### config.mk
export PLATFORM = sky130hd
export DESIGN_NAME = adc_buffer_current_averager_top
export DESIGN_NICKNAME = d
export VERILOG_FILES = /design/src/design/abca_pkg.sv /design/src/design/adc_buffer_current_averager_top.sv /design/src/design/abca_ctrl.sv /design/src/design/abca_datapath.sv
export SDC_FILE = /design/constraint.sdc
export NUM_CORES = 1
export LEC_CHECK = 0
export BUFFER_PORTS_ARGS = -buffer_cell sky130_fd_sc_hd__buf_2
export CORE_AREA = 2 2 178 180
export CTS_CLUSTER_DIAMETER = 30
export DETAILED_ROUTE_END_ITERATION = 16
export DIE_AREA = 0 0 180 182
export GPL_TIMING_DRIVEN = 0
export PLACE_DENSITY = 0.84
export SYNTH_ARGS = -nofsm -noshare
export SYNTH_HDL_FRONTEND = slang
export SYNTH_HIERARCHICAL = 1
export SYNTH_SLANG_ARGS = --single-unit
### constraint.sdc
create_clock -name clk -period 21.4 [get_ports clk]
set_input_delay 3.21 -clock clk [delete_from_list [all_inputs] [get_ports clk]]
set_output_delay 3.21 -clock clk [all_outputs]
set_load 0.005 [all_outputs]
### src/design/abca_pkg.sv
`timescale 1ns / 1ps

package abca_pkg;

  localparam int SAMPLE_W   = 12;
  localparam int PERIOD_W   = 3;
  localparam int SKIP_W     = 9;
  localparam int MID_W      = 12;
  localparam int CFG_DATA_W = 12;
  localparam int CFG_IDX_W  = 2;
  localparam int SUM_OUT_W  = 20;
  localparam int CNT_OUT_W  = 9;
  localparam int OFS_W      = 21;
  localparam int AUX_W      = 13;
  localparam int FRAC_BITS  = 8;

  localparam int MAX_FRAMES_DEF = 256;

  localparam logic [PERIOD_W-1:0] PERIOD_RST = 3'd4;
  localparam logic [SKIP_W-1:0]   SKIP_RST   = 9'd111;
  localparam logic [MID_W-1:0]    MID_RST    = 12'd2048;

  localparam logic [CFG_IDX_W-1:0] REG_PERIOD = 2'd0;
  localparam logic [CFG_IDX_W-1:0] REG_SKIP   = 2'd1;
  localparam logic [CFG_IDX_W-1:0] REG_MID    = 2'd2;

  typedef struct packed {
    logic frame_take;
    logic mul_go;
    logic div_load;
    logic div_step;
    logic out_load;
  } abca_cmd_t;

  typedef struct packed {
    logic out_full;
  } abca_stat_t;

endpackage

### src/design/adc_buffer_current_averager_top.sv
`timescale 1ns / 1ps
// ADC buffer current averager.
// Input channel (in_valid/in_ready): one four-channel ADC frame per word, with
// in_buffer_end marking the last frame of a buffer. Frames that do not close a
// buffer are taken one per cycle while the block is idle and give no result.
// The frame that closes a buffer gives one result word on the out_ channel:
// current sum and count, midscale-minus-average offset (8 fractional bits,
// rounded to nearest), first-frame battery and aux values, recharge request
// and empty-count flag.
// A closing frame passes through the multiply state, the divider load state,
// the restoring divider steps (22 + clog2(MAX_FRAMES+1) bits, 31 at the
// default) and the output register load. in_ready stays low until that load,
// so frames of the next buffer are not taken while the last one is still in
// the bit-serial divider.
// The result sits in an output register: once loaded, the next buffer is taken
// while the word waits. If the receiver still stalls when the following buffer
// closes, that result waits in the divider and in_ready stays low.
// cfg_we/cfg_index/cfg_data write the period, skip and midscale registers.
// Synchronous reset (rst_n low) restores register defaults, clears the
// buffer state and countdown and drops any pending result.

module adc_buffer_current_averager_top #(
  parameter int MAX_FRAMES = abca_pkg::MAX_FRAMES_DEF
) (
  input  logic                                   clk,
  input  logic                                   rst_n,
  input  logic                                   cfg_we,
  input  logic [abca_pkg::CFG_IDX_W-1:0]         cfg_index,
  input  logic [abca_pkg::CFG_DATA_W-1:0]        cfg_data,
  input  logic                                   in_valid,
  output logic                                   in_ready,
  input  logic [abca_pkg::SAMPLE_W-1:0]          in_aux_a_sample,
  input  logic [abca_pkg::SAMPLE_W-1:0]          in_current_sample,
  input  logic [abca_pkg::SAMPLE_W-1:0]          in_aux_b_sample,
  input  logic [abca_pkg::SAMPLE_W-1:0]          in_battery_sample,
  input  logic                                   in_buffer_end,
  output logic                                   out_valid,
  input  logic                                   out_ready,
  output logic [abca_pkg::SUM_OUT_W-1:0]         out_current_sum,
  output logic [abca_pkg::CNT_OUT_W-1:0]         out_counted_frames,
  output logic signed [abca_pkg::OFS_W-1:0]      out_current_offset,
  output logic [abca_pkg::SAMPLE_W-1:0]          out_battery_raw,
  output logic [abca_pkg::AUX_W-1:0]             out_aux_raw,
  output logic                                   out_recharge_request,
  output logic                                   out_empty_count
);

  abca_pkg::abca_cmd_t  cmd;
  abca_pkg::abca_stat_t stat;

  abca_ctrl #(
    .MAX_FRAMES (MAX_FRAMES)
  ) u_ctrl (
    .clk           (clk),
    .rst_n         (rst_n),
    .in_valid      (in_valid),
    .in_buffer_end (in_buffer_end),
    .out_ready     (out_ready),
    .in_ready      (in_ready),
    .stat          (stat),
    .cmd           (cmd)
  );

  abca_datapath #(
    .MAX_FRAMES (MAX_FRAMES)
  ) u_dp (
    .clk                  (clk),
    .rst_n                (rst_n),
    .cfg_we               (cfg_we),
    .cfg_index            (cfg_index),
    .cfg_data             (cfg_data),
    .in_aux_a_sample      (in_aux_a_sample),
    .in_current_sample    (in_current_sample),
    .in_aux_b_sample      (in_aux_b_sample),
    .in_battery_sample    (in_battery_sample),
    .in_buffer_end        (in_buffer_end),
    .out_ready            (out_ready),
    .cmd                  (cmd),
    .stat                 (stat),
    .out_valid            (out_valid),
    .out_current_sum      (out_current_sum),
    .out_counted_frames   (out_counted_frames),
    .out_current_offset   (out_current_offset),
    .out_battery_raw      (out_battery_raw),
    .out_aux_raw          (out_aux_raw),
    .out_recharge_request (out_recharge_request),
    .out_empty_count      (out_empty_count)
  );

endmodule

### src/design/abca_ctrl.sv
`timescale 1ns / 1ps

module abca_ctrl #(
  parameter int MAX_FRAMES = abca_pkg::MAX_FRAMES_DEF
) (
  input  logic                  clk,
  input  logic                  rst_n,
  input  logic                  in_valid,
  input  logic                  in_buffer_end,
  input  logic                  out_ready,
  output logic                  in_ready,
  input  abca_pkg::abca_stat_t  stat,
  output abca_pkg::abca_cmd_t   cmd
);

  localparam int CNT_W   = $clog2(MAX_FRAMES + 1);
  localparam int SUM_W   = abca_pkg::SAMPLE_W + CNT_W;
  localparam int DVD_W   = SUM_W + abca_pkg::FRAC_BITS + 2;
  localparam int ITER_W  = $clog2(DVD_W);

  typedef enum logic [4:0] {
    ST_IDLE = 5'b00001,
    ST_MUL  = 5'b00010,
    ST_LOAD = 5'b00100,
    ST_DIV  = 5'b01000,
    ST_DONE = 5'b10000
  } state_t;

  state_t              state_r, state_nxt;
  logic [ITER_W-1:0]   iter_r, iter_nxt;

  always_comb begin
    state_nxt = state_r;
    iter_nxt  = iter_r;
    cmd       = '0;
    in_ready  = 1'b0;
    unique case (state_r)
      ST_IDLE: begin
        in_ready = 1'b1;
        if (in_valid) begin
          cmd.frame_take = 1'b1;
          if (in_buffer_end) begin
            state_nxt = ST_MUL;
          end
        end
      end
      ST_MUL: begin
        cmd.mul_go = 1'b1;
        state_nxt  = ST_LOAD;
      end
      ST_LOAD: begin
        cmd.div_load = 1'b1;
        iter_nxt     = '0;
        state_nxt    = ST_DIV;
      end
      ST_DIV: begin
        cmd.div_step = 1'b1;
        iter_nxt     = iter_r + 1'b1;
        if (iter_r == ITER_W'(DVD_W - 1)) begin
          state_nxt = ST_DONE;
        end
      end
      ST_DONE: begin
        // previous word must be gone or leaving this cycle
        if (!stat.out_full || out_ready) begin
          cmd.out_load = 1'b1;
          state_nxt    = ST_IDLE;
        end
      end
      default: state_nxt = ST_IDLE;
    endcase
  end

  always_ff @(posedge clk) begin
    if (!rst_n) begin
      state_r <= ST_IDLE;
      iter_r  <= '0;
    end else begin
      state_r <= state_nxt;
      iter_r  <= iter_nxt;
    end
  end

endmodule

### src/design/abca_datapath.sv
`timescale 1ns / 1ps

module abca_datapath #(
  parameter int MAX_FRAMES = abca_pkg::MAX_FRAMES_DEF
) (
  input  logic                                   clk,
  input  logic                                   rst_n,
  input  logic                                   cfg_we,
  input  logic [abca_pkg::CFG_IDX_W-1:0]         cfg_index,
  input  logic [abca_pkg::CFG_DATA_W-1:0]        cfg_data,
  input  logic [abca_pkg::SAMPLE_W-1:0]          in_aux_a_sample,
  input  logic [abca_pkg::SAMPLE_W-1:0]          in_current_sample,
  input  logic [abca_pkg::SAMPLE_W-1:0]          in_aux_b_sample,
  input  logic [abca_pkg::SAMPLE_W-1:0]          in_battery_sample,
  input  logic                                   in_buffer_end,
  input  logic                                   out_ready,
  input  abca_pkg::abca_cmd_t                    cmd,
  output abca_pkg::abca_stat_t                   stat,
  output logic                                   out_valid,
  output logic [abca_pkg::SUM_OUT_W-1:0]         out_current_sum,
  output logic [abca_pkg::CNT_OUT_W-1:0]         out_counted_frames,
  output logic signed [abca_pkg::OFS_W-1:0]      out_current_offset,
  output logic [abca_pkg::SAMPLE_W-1:0]          out_battery_raw,
  output logic [abca_pkg::AUX_W-1:0]             out_aux_raw,
  output logic                                   out_recharge_request,
  output logic                                   out_empty_count
);

  localparam int CNT_W = $clog2(MAX_FRAMES + 1);
  localparam int SUM_W = abca_pkg::SAMPLE_W + CNT_W;
  localparam int DVD_W = SUM_W + abca_pkg::FRAC_BITS + 2;
  localparam int REM_W = CNT_W + 1;
  localparam int CMP_W = (CNT_W > abca_pkg::SKIP_W) ? CNT_W : abca_pkg::SKIP_W;

  // configuration
  logic [abca_pkg::PERIOD_W-1:0] period_r;
  logic [abca_pkg::SKIP_W-1:0]   skip_r;
  logic [abca_pkg::MID_W-1:0]    mid_r;

  always_ff @(posedge clk) begin
    if (!rst_n) begin
      period_r <= abca_pkg::PERIOD_RST;
      skip_r   <= abca_pkg::SKIP_RST;
      mid_r    <= abca_pkg::MID_RST;
    end else if (cfg_we) begin
      unique case (cfg_index)
        abca_pkg::REG_PERIOD: period_r <= cfg_data[abca_pkg::PERIOD_W-1:0];
        abca_pkg::REG_SKIP:   skip_r   <= cfg_data[abca_pkg::SKIP_W-1:0];
        abca_pkg::REG_MID:    mid_r    <= cfg_data[abca_pkg::MID_W-1:0];
        default: ;
      endcase
    end
  end

  // per-buffer accumulation
  logic [abca_pkg::PERIOD_W-1:0] cd_r;
  logic [CNT_W-1:0]              fi_r;
  logic [SUM_W-1:0]              sum_r;
  logic [CNT_W-1:0]              cnt_r;
  logic [abca_pkg::SAMPLE_W-1:0] bat_first_r;
  logic [abca_pkg::AUX_W-1:0]    aux_first_r;

  logic [abca_pkg::PERIOD_W-1:0] eff_period;
  logic                          request;
  logic                          skipping;
  logic                          in_range;
  logic                          count_it;
  logic [abca_pkg::SAMPLE_W-1:0] bat_first_nxt;
  logic [abca_pkg::AUX_W-1:0]    aux_first_nxt;
  logic [SUM_W-1:0]              sum_nxt;
  logic [CNT_W-1:0]              cnt_nxt;
  logic [CNT_W-1:0]              fi_nxt;

  always_comb begin
    eff_period = (period_r == '0) ? abca_pkg::PERIOD_W'(1) : period_r;
    request    = (cd_r == '0);
    skipping   = (cd_r != '0) && (cd_r == eff_period - 1'b1);
    in_range   = (fi_r < CNT_W'(MAX_FRAMES));
    count_it   = in_range && !(skipping && (CMP_W'(fi_r) < CMP_W'(skip_r)));
    if (fi_r == '0) begin
      bat_first_nxt = in_battery_sample;
      aux_first_nxt = {1'b0, in_aux_a_sample} + {1'b0, in_aux_b_sample};
    end else begin
      bat_first_nxt = bat_first_r;
      aux_first_nxt = aux_first_r;
    end
    sum_nxt = sum_r + (count_it ? SUM_W'(in_current_sample) : '0);
    cnt_nxt = cnt_r + CNT_W'(count_it);
    fi_nxt  = fi_r + CNT_W'(in_range);
  end

  // snapshot of a closed buffer
  logic [SUM_W-1:0]              sum_s_r;
  logic [CNT_W-1:0]              cnt_s_r;
  logic [abca_pkg::SAMPLE_W-1:0] bat_s_r;
  logic [abca_pkg::AUX_W-1:0]    aux_s_r;
  logic                          req_s_r;

  always_ff @(posedge clk) begin
    if (!rst_n) begin
      cd_r        <= '0;
      fi_r        <= '0;
      sum_r       <= '0;
      cnt_r       <= '0;
      bat_first_r <= '0;
      aux_first_r <= '0;
    end else if (cmd.frame_take) begin
      bat_first_r <= bat_first_nxt;
      aux_first_r <= aux_first_nxt;
      if (in_buffer_end) begin
        cd_r  <= (request ? eff_period : cd_r) - 1'b1;
        fi_r  <= '0;
        sum_r <= '0;
        cnt_r <= '0;
      end else begin
        fi_r  <= fi_nxt;
        sum_r <= sum_nxt;
        cnt_r <= cnt_nxt;
      end
    end
  end

  always_ff @(posedge clk) begin
    if (cmd.frame_take && in_buffer_end) begin
      sum_s_r <= sum_nxt;
      cnt_s_r <= cnt_nxt;
      bat_s_r <= bat_first_nxt;
      aux_s_r <= aux_first_nxt;
      req_s_r <= request;
    end
  end

  // offset: round((mid*cnt - sum) * 256 / cnt), restoring divider one bit a cycle
  logic [SUM_W-1:0] prod_r;
  logic [SUM_W:0]   diff;
  logic [SUM_W:0]   mag_full;
  logic             neg;
  logic [DVD_W-1:0] dvd_init;
  logic [DVD_W-1:0] dvd_r;
  logic [REM_W-1:0] rem_r;
  logic             neg_r;
  logic [REM_W:0]   rem_sh;
  logic [REM_W:0]   divisor;
  logic [REM_W:0]   rem_sub;
  logic             q_bit;

  always_comb begin
    diff     = {1'b0, prod_r} - {1'b0, sum_s_r};
    neg      = diff[SUM_W];
    mag_full = neg ? (~diff + 1'b1) : diff;
    dvd_init = DVD_W'({mag_full[SUM_W-1:0], {(abca_pkg::FRAC_BITS + 1){1'b0}}})
             + DVD_W'(cnt_s_r);
    divisor  = {1'b0, cnt_s_r, 1'b0};
    rem_sh   = {rem_r, dvd_r[DVD_W-1]};
    rem_sub  = rem_sh - divisor;
    q_bit    = (rem_sh >= divisor);
  end

  always_ff @(posedge clk) begin
    if (cmd.mul_go) begin
      prod_r <= SUM_W'(mid_r) * SUM_W'(cnt_s_r);
    end
    if (cmd.div_load) begin
      dvd_r <= dvd_init;
      rem_r <= '0;
      neg_r <= neg;
    end else if (cmd.div_step) begin
      dvd_r <= {dvd_r[DVD_W-2:0], q_bit};
      rem_r <= q_bit ? rem_sub[REM_W-1:0] : rem_sh[REM_W-1:0];
    end
  end

  // output register
  logic                              out_valid_r;
  logic [abca_pkg::SUM_OUT_W-1:0]    o_sum_r;
  logic [abca_pkg::CNT_OUT_W-1:0]    o_cnt_r;
  logic [abca_pkg::OFS_W-1:0]        o_ofs_r;
  logic [abca_pkg::SAMPLE_W-1:0]     o_bat_r;
  logic [abca_pkg::AUX_W-1:0]        o_aux_r;
  logic                              o_req_r;
  logic                              o_empty_r;

  logic [SUM_W+abca_pkg::SUM_OUT_W-1:0] sum_wide;
  logic [CNT_W+abca_pkg::CNT_OUT_W-1:0] cnt_wide;
  logic [abca_pkg::OFS_W-1:0]           quo;
  logic [abca_pkg::OFS_W-1:0]           ofs_nxt;
  logic                                 empty;

  always_comb begin
    sum_wide = {{abca_pkg::SUM_OUT_W{1'b0}}, sum_s_r};
    cnt_wide = {{abca_pkg::CNT_OUT_W{1'b0}}, cnt_s_r};
    quo      = dvd_r[abca_pkg::OFS_W-1:0];
    empty    = (cnt_s_r == '0);
    if (empty) begin
      ofs_nxt = '0;
    end else if (neg_r) begin
      ofs_nxt = '0 - quo;
    end else begin
      ofs_nxt = quo;
    end
  end

  always_ff @(posedge clk) begin
    if (!rst_n) begin
      out_valid_r <= 1'b0;
    end else if (cmd.out_load) begin
      out_valid_r <= 1'b1;
    end else if (out_ready) begin
      out_valid_r <= 1'b0;
    end
  end

  always_ff @(posedge clk) begin
    if (cmd.out_load) begin
      o_sum_r   <= sum_wide[abca_pkg::SUM_OUT_W-1:0];
      o_cnt_r   <= cnt_wide[abca_pkg::CNT_OUT_W-1:0];
      o_ofs_r   <= ofs_nxt;
      o_bat_r   <= bat_s_r;
      o_aux_r   <= aux_s_r;
      o_req_r   <= req_s_r;
      o_empty_r <= empty;
    end
  end

  assign stat.out_full         = out_valid_r;
  assign out_valid             = out_valid_r;
  assign out_current_sum       = o_sum_r;
  assign out_counted_frames    = o_cnt_r;
  assign out_current_offset    = $signed(o_ofs_r);
  assign out_battery_raw       = o_bat_r;
  assign out_aux_raw           = o_aux_r;
  assign out_recharge_request  = o_req_r;
  assign out_empty_count       = o_empty_r;

endmodule

==> summary.md <==
| Metric | Value |
|---|---|
| Share of cells above drive strength 1 | `around 14%` |
| Worst-path fanout max | `10` |
| CTS hold repair buffers | `0` |
| CP required | `around 22 ns` |
| Row Count | `65` |
| GR Util All Layers | `28.7%` |
| Worst-case clock buffer depth | `3` |
| Resize count post-CTS | `0` |
| RR Endpoint | `u_dp/prod_r[20]$_DFFE_PP_` |
| Detail Placement HPWL | `around 33000 um` |
| Commonest non-fill, non-tap cell in the layout | `nand2_1` |
| Core Region | `about 31000 sq um` |
| Crit path kind | `flop to flop` |
| Area Growth Syn to Fin | `18.6%` |
| Final Routed Wirelength | `between 40000 and 50000 um` |
| Crit share post-route | `28.8%` |
| PD cells | `about 90 nW/um^2` |
| Vias per inst | `between 5 and 6` |
| Status | `finished clean` |
| Post-synth EDFFs | `around 190` |
| RSZ-0062 raised after global routing | `no` |
| Max Freq | `roughly 160 MHz` |
| RR Startpoint | `u_dp/cnt_s_r[2]$_DFFE_PP_` |
| Hold Crit Endpoint | `u_dp/out_battery_raw[5]$_DFFE_PP_` |
| Netlist Area Pre-Place | `roughly 18000 sq um` |
| Top Ports | `around 150` |
| Most frequent cells in the layout | `nand2_1, inv_1, edfxtp_1, nor2_1, buf_2` |
| Ys async rst share | `0%` |
| DIE WIDTH | `around 180 um` |
| Syn Nets | `~2100` |
| Worst hold stages | `0` |
| DIE AREA | `approximately 33000 sq um` |
| Initial Utilization | `slightly below 60%` |
| Mean post-synth cell area | `about 10 sq um` |
| Fin. Hold Viols | `0` |
| Total Power Consumption | `about 2000 uW` |
| Pleak | `between 0.009 and 0.01 uW` |
| HP Class | `flop to flop` |
| Worst Reg-to-Reg Cells | `19` |
| Seq/Total Area, Yosys | `around 43%` |
| Worst-Margin Slew | `1.14 ns` |
| Routed len/inst | `~19 um` |
| Setup violators final | `0` |
| TNS Setup | `0 ns` |
| Worst R2R Setup Slack | `15.23 ns` |
| Fin nets | `~2300` |
| CTS tree | `yes` |
| Drt drc | `0` |
| Clock skew | `around 0.028 ns` |
| CTS Root Cell | `clkbuf_16` |
| CTS Buf Count | `between 50 and 60` |
| Final Critical Period | `just over 6 ns` |
| Hold_sp | `u_dp/bat_s_r[5]$_DFFE_PP_` |
| Gr ovfl total | `0` |
| Slew HR | `about a quarter` |
| Clk pin slew, worst setup/hold paths | `about 0.050 ns` |
| Detailed Route Iter0 Violations | `1316` |
| Seq cells post-synth | `298` |
| Input/output buffers | `roughly 150` |
| Maxcap violations | `0` |
| Max VDD drop | `~0.072 mV` |
| Die height | `~180 um` |
| TritonRoute pass-1 iters | `6` |
| Final hold slack | `roughly 0.41 ns` |
| Top_reg_cell synth | `edfxtp_1` |
| Post-CTS Setup Inserts | `0` |
| First-pass GRT wire length | `~76000 um` |
| Distinct cells, synth | `82` |
| CP endpoint kind | `flop` |
| Cells after synthesis | `about 1900` |
| Critical Path AT | `between 6 and 7 ns` |
| CTS H-Tree Depth | `2` |
| Final Wtd Congestion | `between 0.9 and 1` |
| Synth Warn # | `6` |
| DRT antenna net count | `0` |
| Nature of the critical path startpoint | `flop` |
| Initial antenna violation count | `3` |
| Largest net degree at the start of global routing | `35` |
| CTS sink count | `298` |
| Via Count | `between 15000 and 20000` |
| Vias in the first global route | `15300` |
| Clock insertion delay at the later pin of the skew report | `0.58 ns` |
| Final Max Slew Viols | `0` |
[state kept, by name, summed over array words and instances (netlist names), 10 cells and up]
register and cells:
u_dp/out_current_sum 20, u_dp/bat_first_r 12, u_dp/rem_r 10, u_dp/out_battery_raw 12, u_dp/out_current_offset 21, u_dp/prod_r 21
u_dp/aux_s_r 13, u_dp/dvd_r 31, u_dp/aux_first_r 13, u_dp/mid_r 12, u_dp/out_aux_raw 13, u_dp/sum_s_r 21
u_dp/sum_r 21, u_dp/bat_s_r 12
[per-layer routing]
layer	global-route usage (%)	part of all wire (%)	vias up
li1	-	-	6915
met1	33.7	37	7228
met2	50.3	50	788
met3	5.62	8.0	191
met4	14.1	4.9	4
met5	0	0.057	-
[stage by stage]
step / utilization (%) / worst slack (ns) / area, sq um / std cells
after floorplan: - / 9.47 / 18300 / 1870
after global placement: 63.1 / 5.63 / 19600 / 2418
after detailed placement: 63.4 / 15.15 / 19700 / 2428
after CTS: 70.1 / 15.37 / 21700 / 2536
after global routing: 70.1 / 15.11 / 21700 / 2536
final: 70.1 / 15.23 / 21700 / 2537
[worst max path at each step]
stage                                         start                              endpoint  slack, ns  cells after the start
after floorplan                           out_ready         u_dp/out_aux_raw[0]$_DFFE_PP_       9.47                      2
after global routing      u_dp/cnt_s_r[2]$_DFFE_PP_             u_dp/prod_r[20]$_DFFE_PP_      15.11                     19
after global placement                    out_ready  u_dp/out_counted_frames[6]$_DFFE_PP_       5.63                      3
after detailed placement       in_current_sample[1]           u_dp/sum_r[19]$_SDFFE_PN0P_      15.15                     12
final                     u_dp/cnt_s_r[2]$_DFFE_PP_             u_dp/prod_r[20]$_DFFE_PP_      15.23                     19
after CTS                 u_dp/cnt_s_r[1]$_DFFE_PP_             u_dp/prod_r[20]$_DFFE_PP_      15.37                     19
[area by class of cell]
cell class	count	area, sq um
Multi-Input combinational cell	1304	9480
Fill cell	2064	9250
Sequential cell	298	7830
Clock buffer	71	1610
Timing Repair Buffer	156	826
Inverter	194	728
Tap cell	402	503
Clock inverter	37	459
Buffer	74	295
Antenna cell	1	2.50
[logic make-up (layout without fill, tap and decap cells)]
group / Yosys count / in the layout / share of synthesized area [%]
adder cells (fa/ha/maj): 188 / 188 / 15.9
flip-flops: 298 / 298 / 42.7
XOR/XNOR: 106 / 106 / 5.11
multiplexers: 26 / 26 / 1.52
other: 0 / 1 / 0
AO/OA/AOI/OAI: 338 / 338 / 12.2
AND/OR/NAND/NOR: 646 / 646 / 16.9
buffers and inverters: 268 / 532 / 5.59
[power breakdown]
group	switching, uW	internal (uW)	leakage (uW)
sequential	25.7	655	0.00261
clock	316	626	0.00101
combinational	226	124	0.00580
total	568	1410	0.00942
[critical path, stage by stage (launching register included)]
cell      delay (ns)
edfxtp_1        0.57
clkbuf_1        0.57
nand2_1         0.18
fa_1            0.53
fa_1            0.52
inv_1           0.05
ha_1            0.27
inv_1           0.05
fa_1            0.53
inv_1           0.07
fa_1            0.46
a21o_1          0.17
a21oi_1         0.26
o21bai_1        0.11
a21oi_1         0.24
o21ai_0         0.24
a211oi_1        0.56
o31ai_1         0.18
a21oi_1         0.20
xnor2_1         0.13
[synthesized netlist by cell type (15+ instances only)]
| library cell | number | share of area [%] |
|---|---|---|
| a21oi_1 | 94 | 2.6 |
| nand3_1 | 34 | 0.93 |
| edfxtp_1 | 186 | 30 |
| clkbuf_1 | 59 | 1.2 |
| or3_1 | 20 | 0.68 |
| o21ai_0 | 60 | 1.6 |
| a211oi_1 | 15 | 0.61 |
| a22oi_1 | 16 | 0.66 |
| and3_1 | 27 | 0.92 |
| nor2_1 | 165 | 3.4 |
| inv_1 | 191 | 3.9 |
| o31ai_1 | 21 | 0.86 |
| nand2_1 | 209 | 4.3 |
| dfxtp_1 | 112 | 12 |
| nor3_1 | 36 | 0.98 |
| xnor2_1 | 48 | 2.3 |
| and2_1 | 71 | 2.4 |
| xor2_1 | 57 | 2.7 |
| a21o_1 | 28 | 1.1 |
| fa_1 | 75 | 8.2 |
| mux2i_1 | 15 | 0.82 |
| ha_1 | 113 | 7.7 |
Note: power is estimated with default switching activity, not from simulation.
